## src/hw/rtl/stb_pkg.sv

```systemverilog
// shared types and constants for the software timer bank
package stb_pkg;

  // event codes of a result word
  localparam logic [1:0] EV_CREATED = 2'd0;
  localparam logic [1:0] EV_FAILED  = 2'd1;
  localparam logic [1:0] EV_EXPIRED = 2'd2;

  // timer modes
  localparam logic [3:0] MODE_ONESHOT  = 4'd1;
  localparam logic [3:0] MODE_PERIODIC = 4'd2;
  localparam logic [3:0] MODE_MAX      = 4'd10;

  // input word kinds
  localparam logic KIND_TICK   = 1'b0;
  localparam logic KIND_CREATE = 1'b1;

  // configuration register indexes
  localparam logic CFG_ENABLE = 1'b0;
  localparam logic CFG_MS     = 1'b1;

  localparam logic [9:0] MS_RESET = 10'd10;

  // restoring divider: one quotient bit per step
  localparam int DIV_STEPS = 32;

  typedef struct packed {
    logic        kind;
    logic [31:0] period_ms;
    logic [3:0]  mode;
    logic [15:0] owner;
  } stb_in_t;

  typedef struct packed {
    logic [1:0]  event_res;
    logic [4:0]  slot;
    logic [15:0] owner_out;
    logic        last;
    logic [63:0] tick_count;
    logic [63:0] time_ms;
  } stb_out_t;

  typedef enum logic [3:0] {
    S_IDLE,
    S_SCAN,
    S_DIV,
    S_WRITE,
    S_OKPUSH,
    S_FAILPUSH,
    S_TRD,
    S_TPROC,
    S_TFIN
  } stb_state_t;

  // controller to datapath
  typedef struct packed {
    logic accept;
    logic tick_start;
    logic idx_clr;
    logic idx_inc;
    logic div_start;
    logic slot_write;
    logic mem_rd;
    logic tproc_go;
    logic push_ok;
    logic push_fail;
    logic push_final;
  } stb_cmd_t;

  // datapath to controller
  typedef struct packed {
    logic in_kind;
    logic in_mode_ok;
    logic enable;
    logic used_at_idx;
    logic idx_last;
    logic div_done;
    logic tstall;
    logic pend_valid;
    logic out_free;
  } stb_status_t;

endpackage

```

## src/hw/rtl/stb_div.sv

```systemverilog
// restoring divider for the tick count of a new timer
module stb_div (
  input  logic        clk,
  input  logic        rst_n,
  input  logic        start,
  input  logic [31:0] dividend,
  input  logic [9:0]  divisor,
  output logic        done,
  output logic [31:0] quotient
);
  import stb_pkg::*;

  localparam int CNT_W = $clog2(DIV_STEPS + 1);

  logic [31:0]      q_r, q_nxt;
  logic [9:0]       rem_r, rem_nxt;
  logic [9:0]       d_r, d_nxt;
  logic [CNT_W-1:0] cnt_r, cnt_nxt;
  logic             busy_r, busy_nxt;
  logic [10:0]      trial;
  logic             stepping;

  assign stepping = busy_r && (cnt_r != CNT_W'(DIV_STEPS));
  assign trial    = {rem_r, q_r[31]};

  // one quotient bit per cycle
  always_comb begin
    q_nxt    = q_r;
    rem_nxt  = rem_r;
    d_nxt    = d_r;
    cnt_nxt  = cnt_r;
    busy_nxt = busy_r;
    if (start) begin
      q_nxt    = dividend;
      rem_nxt  = '0;
      d_nxt    = divisor;
      cnt_nxt  = '0;
      busy_nxt = 1'b1;
    end else if (stepping) begin
      cnt_nxt = cnt_r + CNT_W'(1);
      if (trial >= {1'b0, d_r}) begin
        rem_nxt = 10'(trial - {1'b0, d_r});
        q_nxt   = {q_r[30:0], 1'b1};
      end else begin
        rem_nxt = trial[9:0];
        q_nxt   = {q_r[30:0], 1'b0};
      end
    end
  end

  always_ff @(posedge clk) begin
    if (!rst_n) begin
      busy_r <= 1'b0;
      cnt_r  <= '0;
    end else begin
      busy_r <= busy_nxt;
      cnt_r  <= cnt_nxt;
    end
    q_r   <= q_nxt;
    rem_r <= rem_nxt;
    d_r   <= d_nxt;
  end

  assign done     = busy_r && (cnt_r == CNT_W'(DIV_STEPS));
  assign quotient = q_r;

endmodule

```

## src/hw/rtl/stb_ctrl.sv

```systemverilog
// controller state machine of the timer bank
module stb_ctrl (
  input  logic                clk,
  input  logic                rst_n,
  input  logic                in_valid,
  output logic                in_ready,
  input  stb_pkg::stb_status_t st,
  output stb_pkg::stb_cmd_t    cmd
);
  import stb_pkg::*;

  stb_state_t state_r, state_nxt;

  // next state
  always_comb begin
    state_nxt = state_r;
    case (state_r)
      S_IDLE: begin
        if (in_valid) begin
          if (st.in_kind == KIND_CREATE) begin
            state_nxt = st.in_mode_ok ? S_SCAN : S_FAILPUSH;
          end else if (st.enable) begin
            state_nxt = S_TRD;
          end
        end
      end
      S_SCAN: begin
        if (!st.used_at_idx) begin
          state_nxt = S_DIV;
        end else if (st.idx_last) begin
          state_nxt = S_FAILPUSH;
        end
      end
      S_DIV: begin
        if (st.div_done) state_nxt = S_WRITE;
      end
      S_WRITE:    state_nxt = S_OKPUSH;
      S_OKPUSH: begin
        if (st.out_free) state_nxt = S_IDLE;
      end
      S_FAILPUSH: begin
        if (st.out_free) state_nxt = S_IDLE;
      end
      S_TRD:      state_nxt = S_TPROC;
      S_TPROC: begin
        if (!st.tstall) state_nxt = st.idx_last ? S_TFIN : S_TRD;
      end
      S_TFIN: begin
        if (!st.pend_valid || st.out_free) state_nxt = S_IDLE;
      end
      default:    state_nxt = S_IDLE;
    endcase
  end

  // command outputs
  always_comb begin
    cmd      = '0;
    in_ready = 1'b0;
    case (state_r)
      S_IDLE: begin
        in_ready = 1'b1;
        if (in_valid) begin
          cmd.accept  = 1'b1;
          cmd.idx_clr = 1'b1;
          if (st.in_kind == KIND_TICK && st.enable) cmd.tick_start = 1'b1;
        end
      end
      S_SCAN: begin
        if (!st.used_at_idx) begin
          cmd.div_start = 1'b1;
        end else if (!st.idx_last) begin
          cmd.idx_inc = 1'b1;
        end
      end
      S_WRITE:    cmd.slot_write = 1'b1;
      S_OKPUSH:   cmd.push_ok = st.out_free;
      S_FAILPUSH: cmd.push_fail = st.out_free;
      S_TRD:      cmd.mem_rd = 1'b1;
      S_TPROC: begin
        if (!st.tstall) begin
          cmd.tproc_go = 1'b1;
          cmd.idx_inc  = !st.idx_last;
        end
      end
      S_TFIN:     cmd.push_final = st.pend_valid && st.out_free;
      default:    cmd = '0;
    endcase
  end

  always_ff @(posedge clk) begin
    if (!rst_n) begin
      state_r <= S_IDLE;
    end else begin
      state_r <= state_nxt;
    end
  end

endmodule

```

## src/hw/rtl/stb_dp.sv

```systemverilog
// datapath of the timer bank: slot store, counters, result registers
module stb_dp #(
  parameter int NUM_SLOTS  = 32,
  parameter int COUNT_BITS = 32
) (
  input  logic                clk,
  input  logic                rst_n,
  input  stb_pkg::stb_in_t     in_data,
  output stb_pkg::stb_out_t    out_data,
  output logic                out_valid,
  input  logic                out_ready,
  input  logic                cfg_we,
  input  logic                cfg_index,
  input  logic [9:0]          cfg_wdata,
  input  stb_pkg::stb_cmd_t    cmd,
  output stb_pkg::stb_status_t st
);
  import stb_pkg::*;

  localparam int IDX_W = (NUM_SLOTS > 1) ? $clog2(NUM_SLOTS) : 1;
  localparam logic [63:0] COUNT_MASK64 = 64'hFFFF_FFFF_FFFF_FFFF >> (64 - COUNT_BITS);

  // configuration
  logic       enable_r;
  logic [9:0] mpt_r;
  logic [9:0] mpt_eff;

  // latched item and counters
  stb_in_t     item_r;
  logic [63:0] ticks_r, millis_r;
  logic [IDX_W-1:0] idx_r;
  logic [NUM_SLOTS-1:0] used_r;

  // slot store
  logic [3:0]            mode_mem [NUM_SLOTS];
  logic [COUNT_BITS-1:0] rem_mem  [NUM_SLOTS];
  logic [COUNT_BITS-1:0] rel_mem  [NUM_SLOTS];
  logic [15:0]           own_mem  [NUM_SLOTS];
  logic [3:0]            rd_mode_r;
  logic [COUNT_BITS-1:0] rd_rem_r, rd_rel_r;
  logic [15:0]           rd_own_r;

  // pending expiry and output register
  logic       pend_valid_r;
  logic [4:0] pend_slot_r;
  logic [15:0] pend_owner_r;
  logic       out_valid_r;
  stb_out_t   out_r;

  logic        out_free;
  logic        active, hit;
  logic [COUNT_BITS-1:0] new_rem, reload;
  logic [31:0] dividend, quotient;
  logic [63:0] quo64, sat64;
  logic        div_done;

  assign mpt_eff  = (mpt_r == 10'd0) ? 10'd1 : mpt_r;
  assign out_free = !out_valid_r || out_ready;

  // configuration writes
  always_ff @(posedge clk) begin
    if (!rst_n) begin
      enable_r <= 1'b0;
      mpt_r    <= MS_RESET;
    end else if (cfg_we) begin
      case (cfg_index)
        CFG_ENABLE: enable_r <= cfg_wdata[0];
        CFG_MS:     mpt_r    <= cfg_wdata;
        default:    enable_r <= enable_r;
      endcase
    end
  end

  // period clamp and division
  assign dividend = (item_r.period_ms < {22'd0, mpt_eff}) ? {22'd0, mpt_eff}
                                                           : item_r.period_ms;

  stb_div u_div (
    .clk      (clk),
    .rst_n    (rst_n),
    .start    (cmd.div_start),
    .dividend (dividend),
    .divisor  (mpt_eff),
    .done     (div_done),
    .quotient (quotient)
  );

  // saturate the reload to the count width
  assign quo64  = {32'd0, quotient};
  assign sat64  = (quo64 > COUNT_MASK64) ? COUNT_MASK64 : quo64;
  assign reload = sat64[COUNT_BITS-1:0];

  // slot decrement and periodic reload during a tick walk
  assign active  = used_r[idx_r] && (rd_rem_r != '0);
  assign hit     = active && (rd_rem_r == COUNT_BITS'(1));
  assign new_rem = (hit && rd_mode_r == MODE_PERIODIC) ? rd_rel_r
                                                       : rd_rem_r - COUNT_BITS'(1);

  // item, index, counters, used marks
  always_ff @(posedge clk) begin
    if (!rst_n) begin
      ticks_r  <= '0;
      millis_r <= '0;
      idx_r    <= '0;
      used_r   <= '0;
    end else begin
      if (cmd.tick_start) begin
        ticks_r  <= ticks_r + 64'd1;
        millis_r <= millis_r + {54'd0, mpt_eff};
      end
      if (cmd.idx_clr) begin
        idx_r <= '0;
      end else if (cmd.idx_inc) begin
        idx_r <= idx_r + IDX_W'(1);
      end
      if (cmd.slot_write) used_r[idx_r] <= 1'b1;
    end
    if (cmd.accept) item_r <= in_data;
  end

  // slot store write and registered read
  always_ff @(posedge clk) begin
    if (cmd.slot_write) begin
      mode_mem[idx_r] <= item_r.mode;
      rem_mem[idx_r]  <= reload;
      rel_mem[idx_r]  <= reload;
      own_mem[idx_r]  <= item_r.owner;
    end else if (cmd.tproc_go && active) begin
      rem_mem[idx_r]  <= new_rem;
    end
    if (cmd.mem_rd) begin
      rd_mode_r <= mode_mem[idx_r];
      rd_rem_r  <= rem_mem[idx_r];
      rd_rel_r  <= rel_mem[idx_r];
      rd_own_r  <= own_mem[idx_r];
    end
  end

  // pending expiry and result word
  always_ff @(posedge clk) begin
    if (!rst_n) begin
      pend_valid_r <= 1'b0;
      out_valid_r  <= 1'b0;
    end else begin
      if (cmd.push_ok || cmd.push_fail || cmd.push_final ||
          (cmd.tproc_go && hit && pend_valid_r)) begin
        out_valid_r <= 1'b1;
      end else if (out_ready) begin
        out_valid_r <= 1'b0;
      end
      if (cmd.tproc_go && hit) begin
        pend_valid_r <= 1'b1;
      end else if (cmd.push_final) begin
        pend_valid_r <= 1'b0;
      end
    end
    if (cmd.tproc_go && hit) begin
      pend_slot_r  <= 5'(idx_r);
      pend_owner_r <= rd_own_r;
    end
    // counters are captured only when a word is loaded
    if (cmd.push_ok) begin
      out_r.event_res  <= EV_CREATED;
      out_r.slot       <= 5'(idx_r);
      out_r.owner_out  <= item_r.owner;
      out_r.last       <= 1'b1;
      out_r.tick_count <= ticks_r;
      out_r.time_ms    <= millis_r;
    end else if (cmd.push_fail) begin
      out_r.event_res  <= EV_FAILED;
      out_r.slot       <= 5'd0;
      out_r.owner_out  <= item_r.owner;
      out_r.last       <= 1'b1;
      out_r.tick_count <= ticks_r;
      out_r.time_ms    <= millis_r;
    end else if (cmd.push_final || (cmd.tproc_go && hit && pend_valid_r)) begin
      out_r.event_res  <= EV_EXPIRED;
      out_r.slot       <= pend_slot_r;
      out_r.owner_out  <= pend_owner_r;
      out_r.last       <= cmd.push_final;
      out_r.tick_count <= ticks_r;
      out_r.time_ms    <= millis_r;
    end else if (out_free) begin
      out_r.event_res <= out_r.event_res;
    end
  end

  // status to the controller
  always_comb begin
    st             = '0;
    st.in_kind     = in_data.kind;
    st.in_mode_ok  = (in_data.mode >= MODE_ONESHOT) && (in_data.mode <= MODE_MAX);
    st.enable      = enable_r;
    st.used_at_idx = used_r[idx_r];
    st.idx_last    = (idx_r == IDX_W'(NUM_SLOTS - 1));
    st.div_done    = div_done;
    st.tstall      = hit && pend_valid_r && !out_free;
    st.pend_valid  = pend_valid_r;
    st.out_free    = out_free;
  end

  assign out_valid = out_valid_r;

  always_comb begin
    out_data = out_r;
    if (!out_valid_r) out_data = out_r;
  end

  // a result is loaded only when the output register can take it
  a_push_free: assert property (@(posedge clk) disable iff (!rst_n)
    (cmd.push_ok || cmd.push_fail || cmd.push_final) |-> out_free)
    else $error("result loaded over a waiting word");

  // a second expiry never overwrites the pending one unsent
  a_pend_kept: assert property (@(posedge clk) disable iff (!rst_n)
    (cmd.tproc_go && hit && pend_valid_r) |-> out_free)
    else $error("pending expiry lost");

  // a new timer only claims a free slot
  a_claim_free: assert property (@(posedge clk) disable iff (!rst_n)
    cmd.slot_write |-> !used_r[idx_r])
    else $error("used slot claimed again");

  // the final expiry leaves nothing pending
  a_final_clear: assert property (@(posedge clk) disable iff (!rst_n)
    cmd.push_final |=> !pend_valid_r)
    else $error("pending expiry left after final word");

endmodule

```

## src/hw/rtl/software_timer_bank_top.sv

```systemverilog
// top level of the software timer bank
// create word: states scan (for a free slot), divide, write and result push; the next word is
//   taken once the result is pushed; bad mode or full bank: a failure result, no divide
// tick word: each slot is read, then updated; the final expiry, if any, is pushed after the walk,
//   and the next word is taken after that; disabled tick: taken, no walk; waiting results stall
// synchronous active-low reset clears counters, used marks and control; slot store not cleared
module software_timer_bank_top #(
  parameter int NUM_SLOTS  = 32,
  parameter int COUNT_BITS = 32
) (
  input  logic              clk,
  input  logic              rst_n,
  input  logic              in_valid,
  output logic              in_ready,
  input  stb_pkg::stb_in_t  in_data,
  output logic              out_valid,
  input  logic              out_ready,
  output stb_pkg::stb_out_t out_data,
  input  logic              cfg_we,
  input  logic              cfg_index,
  input  logic [9:0]        cfg_wdata
);
  import stb_pkg::*;

  stb_cmd_t    cmd;
  stb_status_t st;

  // sequencer
  stb_ctrl u_ctrl (
    .clk      (clk),
    .rst_n    (rst_n),
    .in_valid (in_valid),
    .in_ready (in_ready),
    .st       (st),
    .cmd      (cmd)
  );

  // slot store and counters
  stb_dp #(
    .NUM_SLOTS  (NUM_SLOTS),
    .COUNT_BITS (COUNT_BITS)
  ) u_dp (
    .clk       (clk),
    .rst_n     (rst_n),
    .in_data   (in_data),
    .out_data  (out_data),
    .out_valid (out_valid),
    .out_ready (out_ready),
    .cfg_we    (cfg_we),
    .cfg_index (cfg_index),
    .cfg_wdata (cfg_wdata),
    .cmd       (cmd),
    .st        (st)
  );

endmodule

```

## config.mk

```make
export PLATFORM = sky130hd
export DESIGN_NAME = software_timer_bank_top
export DESIGN_NICKNAME = d
export VERILOG_FILES = /design/src/hw/rtl/stb_pkg.sv /design/src/hw/rtl/stb_div.sv /design/src/hw/rtl/stb_ctrl.sv /design/src/hw/rtl/stb_dp.sv /design/src/hw/rtl/software_timer_bank_top.sv
export SDC_FILE = /design/constraint.sdc
export NUM_CORES = 2
export LEC_CHECK = 0
export ABC_CLOCK_PERIOD_IN_PS = 7000
export BUFFER_PORTS_ARGS = -buffer_cell sky130_fd_sc_hd__buf_2
export CORE_MARGIN = 2
export CORE_UTILIZATION = 30
export DETAILED_ROUTE_END_ITERATION = 7
export PLACE_DENSITY_LB_ADDON = 0.2
export REMOVE_ABC_BUFFERS = 1
export SETUP_SLACK_MARGIN = 0.3
export SLEW_MARGIN = 0
export SYNTH_ARGS = -nofsm -noshare
export SYNTH_HDL_FRONTEND = slang
export SYNTH_SLANG_ARGS = --single-unit
export TNS_END_PERCENT = 50
```

## constraint.sdc

```tcl
create_clock -name clk -period 7 [get_ports clk]
set_input_delay 0.7 -clock clk [delete_from_list [all_inputs] [get_ports clk]]
set_output_delay 0.7 -clock clk [all_outputs]
set_load 0.01 [all_outputs]
```

# Word-level counts from Yosys, hierarchy flattened
# Memories as Yosys holds them, arrays and structs flattened. A register that Yosys moved wholly into a read port is not among the register bits.
# Cells that the tools add are included.
[classes]
n_reduce_logical = 39
bitwise = 5
n_addsub = 6
muxes = 55
order_cmp = 7
eq_ne = 20
[ops]
columns = ["cell", "count"]
rows = [
  ["150-bit 2-to-1 mux", 2],
  ["32-bit 2-to-1 mux", 6],
  ["151-bit 2-to-1 mux", 1],
  ["64-bit by 1-bit adder with 64-bit output (second input constant)", 1],
  ["64-bit by 10-bit adder with 64-bit output", 1],
  ["4-bit 2-to-1 mux", 10],
  ["32-bit by 1-bit equality test with 1-bit output (second input constant)", 1],
  ["32-bit greater-than comparator (second input constant)", 1],
  ["32-bit by 10-bit less-than comparator with 1-bit output", 1],
  ["32-bit bitwise OR", 1],
  ["4-bit one-hot mux with 8 select lines", 1],
  ["32-bit nonzero test", 1],
  ["32-bit by 1-bit subtractor with 32-bit output (second input constant)", 1],
  ["1-bit 2-to-1 mux", 27],
  ["10-bit 2-to-1 mux", 2],
  ["4-bit by 3-bit equality test with 1-bit output (second input constant)", 4],
  ["1-bit logical AND", 14],
  ["4-bit by 2-bit equality test with 1-bit output (second input constant)", 3],
  ["11-bit by 10-bit >= comparator with 1-bit output", 1],
  ["10-bit logical NOT", 1],
  ["10-bit subtractor", 1],
  ["3-bit 2-to-1 mux", 3],
  ["2-bit nonzero test", 4],
  ["2-bit OR reduction", 4],
  ["26 further kinds", 40],
]
[word_totals]
mem_bits_rw = 2688
ff_bits = 466
n_memories = 4
output_inout_bits = 154
[memory_table]
columns = ["name", "depth", "width", "rd", "rd_ports_with_merged_regs", "wr", "line", "rtl"]
rows = [
  ["u_dp.rel_mem", 32, 32, 1, 1, 1, "stb_dp.sv:37", "logic [COUNT_BITS-1:0] rel_mem [NUM_SLOTS];"],
  ["u_dp.rem_mem", 32, 32, 1, 1, 1, "stb_dp.sv:36", "logic [COUNT_BITS-1:0] rem_mem [NUM_SLOTS];"],
  ["u_dp.own_mem", 32, 16, 1, 1, 1, "stb_dp.sv:38", "logic [15:0] own_mem [NUM_SLOTS];"],
  ["u_dp.mode_mem", 32, 4, 1, 1, 1, "stb_dp.sv:35", "logic [3:0] mode_mem [NUM_SLOTS];"],
]

# Depth between registers and ports, before layout
[logic_depth]
word_depth = 14
depth_mapped = 14
mapped_depth_nobuf = 12

# Hierarchy
# A second synthesis with hierarchy kept.
[unflattened]
hier_cells = 6293
area_unflattened_um2 = 124742.1
[by_module_without_submodules]
columns = ["module", "area_each_um2", "cells_each", "n_inst", "seq_area_each_um2"]
rows = [
  ["stb_dp", 121373.9, 5996, 1, 93529.7],
  ["stb_div", 2862.7, 236, 1, 1601.5],
  ["stb_ctrl", 505.5, 61, 1, 80.1],
]

# Worst setup path after synthesis
# No wires, ideal clock.
[synth_path]
path_kind = "register -> register"
startpoint = "register u_ctrl.state_r[0]"
endpoint = "register u_dp.rd_mode_r[0] (read register of u_dp.mode_mem), enable pin"
synth_period_minus_slack_ns = 6.919
arrival_time_ns = 6.289
path_stages_with_launch = 3
path_slack_ns = 0.081
t_required_ns = 6.371
path_cell_list = "dfxtp_1 clkbuf_1 nor3_1"
[synth_via]
elab_chain_len = 2
[synth_rtl]
columns = ["element", "line", "rtl"]
rows = [
  ["start: declaration", "stb_ctrl.sv:12", "stb_state_t state_r, state_nxt;"],
  ["start signal: assignment", "stb_ctrl.sv:94", "state_r <= state_nxt;"],
  ["4-bit by 3-bit equality test with 1-bit output", "stb_ctrl.sv:59", "case (state_r)"],
  ["1-bit 2-to-1 mux", "stb_ctrl.sv:59", ""],
  ["end: declaration", "stb_dp.sv:39", "logic [3:0] rd_mode_r;"],
]
# Every way passes these cells.
# A chain may end at the register's enable or synchronous reset.

# Worst setup path after layout
[layout_path]
startpoint = "register u_dp.idx_r[4]"
endpoint = "memory u_dp.rem_mem[29][7], data pin"
[layout_via]
elab_chain_len = 13
[layout_rtl]
columns = ["element", "line", "rtl"]
rows = [
  ["start: declaration", "stb_dp.sv:31", "logic [IDX_W-1:0] idx_r;"],
  ["start signal: assignment", "stb_dp.sv:114", "idx_r <= idx_r + IDX_W'(1);"],
  ["1-bit binary-select mux with 5-bit select *", "stb_dp.sv:94", "assign active = used_r[idx_r] && (rd_rem_r != '0);"],
  ["1-bit 2-to-1 mux (implied by the code) *", "stb_dp.sv:94", ""],
  ["1-bit logical AND *", "stb_dp.sv:94", ""],
  ["1-bit logical AND", "stb_dp.sv:95", "assign hit = active && (rd_rem_r == COUNT_BITS'(1));"],
  ["1-bit logical AND (2 in a row)", "stb_dp.sv:197", "st.tstall = hit && pend_valid_r && !out_free;"],
  ["1-bit 2-to-1 mux", "stb_ctrl.sv:80", "if (!st.tstall) begin"],
  ["1-bit 2-to-1 mux", "stb_ctrl.sv:59", ""],
  ["1-bit logical AND", "stb_dp.sv:128", "end else if (cmd.tproc_go && active) begin"],
  ["1-bit 2-to-1 mux", "stb_dp.sv:128", ""],
  ["1-bit 2-to-1 mux", "stb_dp.sv:123", "if (cmd.slot_write) begin"],
  ["1-bit 2-to-1 mux (implied by the code)", "stb_dp.sv:129", "rem_mem[idx_r] <= new_rem;"],
  ["32-bit 2-to-1 mux (no source line) *", "--", ""],
  ["end: declaration", "stb_dp.sv:36", ""],
]
# Mark *: on every way between the ends. The rest lies on a longest branch, timed or not. The select of a mux whose other input is x is not followed.

==> impl_metrics.json <==
{
  "min_period_ns": 5.53,
  "holdCritStartpoint": "in_data[16]",
  "track_usage_pct": 17.5,
  "firstDrtPassIters": 6,
  "wl_per_cell_um": 29.8,
  "clk_latency_ns": 0.94,
  "finalCritPeriodShare_pct": 79.0,
  "synth.largest_area_cell": "edfxtp_1",
  "netlist_area_um2": 124000,
  "holdPathStages": 1,
  "finClkSkew_ns": 0.0620,
  "die_width_um": 647,
  "portBuffers": 222,
  "setup_tns_ns": 0,
  "finalHoldViolCount": 0,
  "syn_avg_cell_area_um2": 19.9,
  "placed_cell_area_um2": 133000,
  "start_util_pct": 30.2,
  "coreArea_um2": 410000,
  "ir_worst_vdd_uv": 243,
  "drtIter0Drc": 6976,
  "grt_remaining_overflow": 0,
  "post-place-ws_ns": 1.43,
  "rsz0062_at_grt": "no",
  "p_leak_uw": 0.0443,
  "r2r-end": "u_dp.rem_mem[29][7]$_DFFE_PP_",
  "crit_path_end_kind": "flip-flop",
  "row_count": 235,
  "setup_viol": 0,
  "ff2ff_setup_slack_ns": 1.47,
  "ant_nets": 0,
  "finalNonFillerCells": 12500,
  "synth_edf_count": 3036,
  "post-cts-setup-buffer-count": 0,
  "clock_sinks": 3238,
  "grt_pass1_vias": 65500,
  "fin_ws_ns": 1.47,
  "cts_tree": "done",
  "cp_data_required_time_ns": 7.54,
  "ys_top_cells_by_area": "edfxtp_1 74%, mux4_2 12%, dfxtp_1 3.3%, a22oi_1 2.1%, nor2_1 0.79%",
  "reg2reg_depth": 9,
  "worst_pin_slew_ns": 1.39,
  "io-pin-count": 223,
  "max_freq_ghz": 0.181,
  "hold_end": "u_dp.item_r[16]$_DFFE_PP_",
  "synth_cells": 6223,
  "ys_warn_count": 0,
  "ctsResizeCount": 0,
  "gp_congestion": 0.777,
  "vias": 64400,
  "cts_root_buf": "clkbuf_16",
  "die-area_um2": 418000,
  "synthDistinctLibCells": 68,
  "worst_setup_path_start_kind": "flip-flop",
  "post-route-util_pct": 35.2,
  "via_per_inst": 5.16,
  "yosysTopAreaCellShare_pct": 73.6,
  "cts-htree-levels": 5,
  "hold_buffers": 60,
  "grt_start_max_net_pins": 118,
  "slew_violations": 0,
  "cts.clk_slew.worst_paths_ns": 0.06,
  "postLayoutCellArea_um2": 145000,
  "cp-startpoint": "u_dp.idx_r[4]$_SDFFE_PP0P_",
  "ys_ff_latch": 3238,
  "drive_above_1_share_pct": 24.4,
  "layout.nets": 6836,
  "hp-class": "input pin to flip-flop",
  "powerDensity_nw_per_um2": 329,
  "synthFlopType": "edfxtp_1",
  "path_class": "flip-flop to flip-flop",
  "worstReg2RegStart": "u_dp.idx_r[4]$_SDFFE_PP0P_",
  "grt_pass1_wl_um": 518000,
  "syn_to_final_growth_pct": 16.7,
  "ys_seq_area_share_pct": 76.9,
  "cp_max_fo": 32,
  "drc": 0,
  "grt_antenna_before_repair": 22,
  "synthArstFlopShare_pct": 0,
  "dp_hpwl_um": 207000,
  "drt_wl_total_um": 372000,
  "status": "complete, no violations",
  "maxCapViolCount": 0,
  "die_h_um": 647,
  "critical_path_arrival_ns": 6.07,
  "numCtsBuffers": 349,
  "slew_headroom_pct": 7.31,
  "placed_cells": 11800,
  "clockBufferDepth": 4
}
==> stage by stage <==
step | hold WS [ns] | total power, uW
6_report | 0.0906 | 47500
2_1_floorplan | 0.400 | 28300
3_5_place_dp | 0.405 | 30200
5_1_grt | 0.0546 | 49200
3_3_place_gp | 0.410 | 30000
4_1_cts | 0.00889 | 47900
==> cell families (layout without fill, tap and decap cells) <==
kind of cell / Yosys count / in the layout / share of synthesized area (%)
compound gates: 633 / 633 / 3.57
xor+xnor: 87 / 87 / 0.615
fa+ha+maj: 42 / 42 / 0.436
buf+inv: 397 / 1184 / 1.23
flops: 3238 / 3238 / 76.9
mux: 758 / 758 / 12.9
other cells: 0 / 2 / 0
simple gates: 1068 / 1068 / 4.34
==> critical path, cell delays in order, from the launching register on <==
cell,delay (ns)
dfxtp_1,0.89
nand3_1,0.73
o22ai_1,0.36
nor2_1,0.07
o211ai_1,0.22
buf_4,0.26
or4b_2,1.04
buf_4,0.40
and3_1,0.22
o31ai_4,0.94
==> state kept, by name, summed over array words and instances, names as in the netlist, 10 cells and up <==
register and cells:
u_dp.mode_mem 128, u_dp.rel_mem 1024, u_dp.rd_own_r 16, u_dp.u_div.quotient 32
u_dp.item_r 52, u_dp.millis_r 64, u_dp.own_mem 512, u_dp.u_div.d_r 10
u_dp.u_div.rem_r 10, u_dp.mpt_r 10, u_dp.rd_rel_r 32, u_dp.ticks_r 64
u_dp.rd_rem_r 32, u_dp.pend_owner_r 16, u_dp.out_data 152, u_dp.used_r 32
u_dp.rem_mem 1024
==> cells in the mapped netlist, drive strengths merged (18+ instances only) <==
master  instances
nor2          262
nor2b         124
nor3           36
a22oi         340
nand3          70
a21oi          79
ha             40
mux4          674
or3            28
edfxtp       3036
xnor2          40
nor4           31
and3           33
a22o           22
nand2b         39
nand4         125
buf            90
clkbuf        251
dfxtp         202
inv            56
xor2           47
mux2i          82
nand2         254
o31ai          18
o21ai          77
or4            18
==> cell type report <==
type                    count  area, um^2
well taps                5451        6820
repair buffers            492        3600
clock buffers             450        9320
multi-input cells        2588       27800
fillers                 38500      266000
diodes                      2        5.00
flip-flops and latches   3238       95200
clock inverters           186        1480
inverters                  56         219
==> routing by layer <==
metal / vias to the layer above / wire [um] / global-route usage (%) / share of wire (%)
met5: - / 31 / 0 / 0.0083
met4: 4 / 9370 / 4.46 / 2.5
met3: 455 / 19600 / 2.16 / 5.3
met2: 1987 / 182000 / 29.1 / 49
met1: 35200 / 161000 / 24.2 / 43
li1: 26700 / - / - / -
==> worst max path at each step <==
stage	endpoint	slack (ns)	cells after the start
global route	u_dp.rem_mem[7][31]$_DFFE_PP_	1.13	9
finish	u_dp.rem_mem[29][7]$_DFFE_PP_	1.47	9
detailed placement	u_dp.rem_mem[12][31]$_DFFE_PP_	1.43	9
floorplan	u_dp.out_data[0]$_DFFE_PP_	-32.30	6
global placement	u_dp.rem_mem[14][31]$_DFFE_PP_	1.49	9
CTS	u_dp.rem_mem[12][31]$_DFFE_PP_	1.37	9
==> where the power goes <==
part	leakage (uW)	internal, uW	switching [uW]	total, uW
sequential	0.0290	24100	831	24900
combinational	0.00997	1250	3590	4840
clock	0.00527	10100	7680	17700
total	0.0443	35400	12100	47500
==> layout by cell type (no fill, tap or decap), drive strengths merged, types with 14 or more instances in the layout <==
| master | synthesis | final |
|---|---|---|
| edfxtp | 3036 | 3036 |
| mux4 | 674 | 674 |
| clkbuf | 251 | 450 |
| buf | 90 | 432 |
| a22oi | 340 | 340 |
| nor2 | 262 | 262 |
| nand2 | 254 | 254 |
| dfxtp | 202 | 202 |
| clkinv | 0 | 143 |
| nand4 | 125 | 125 |
| nor2b | 124 | 124 |
| mux2i | 82 | 82 |
| a21oi | 79 | 79 |
| o21ai | 77 | 77 |
| inv | 56 | 73 |
| nand3 | 70 | 70 |
| dlygate4sd3 | 0 | 60 |
| xor2 | 47 | 47 |
| xnor2 | 40 | 40 |
| ha | 40 | 40 |
| nand2b | 39 | 39 |
| nor3 | 36 | 36 |
| and3 | 33 | 33 |
| nor4 | 31 | 31 |
| or3 | 28 | 28 |
| a22o | 22 | 22 |
| or4 | 18 | 18 |
| o31ai | 18 | 18 |
| bufinv | 0 | 17 |
| a21o | 14 | 14 |
| and4 | 14 | 14 |
Note: power is estimated with default switching activity, not from simulation.
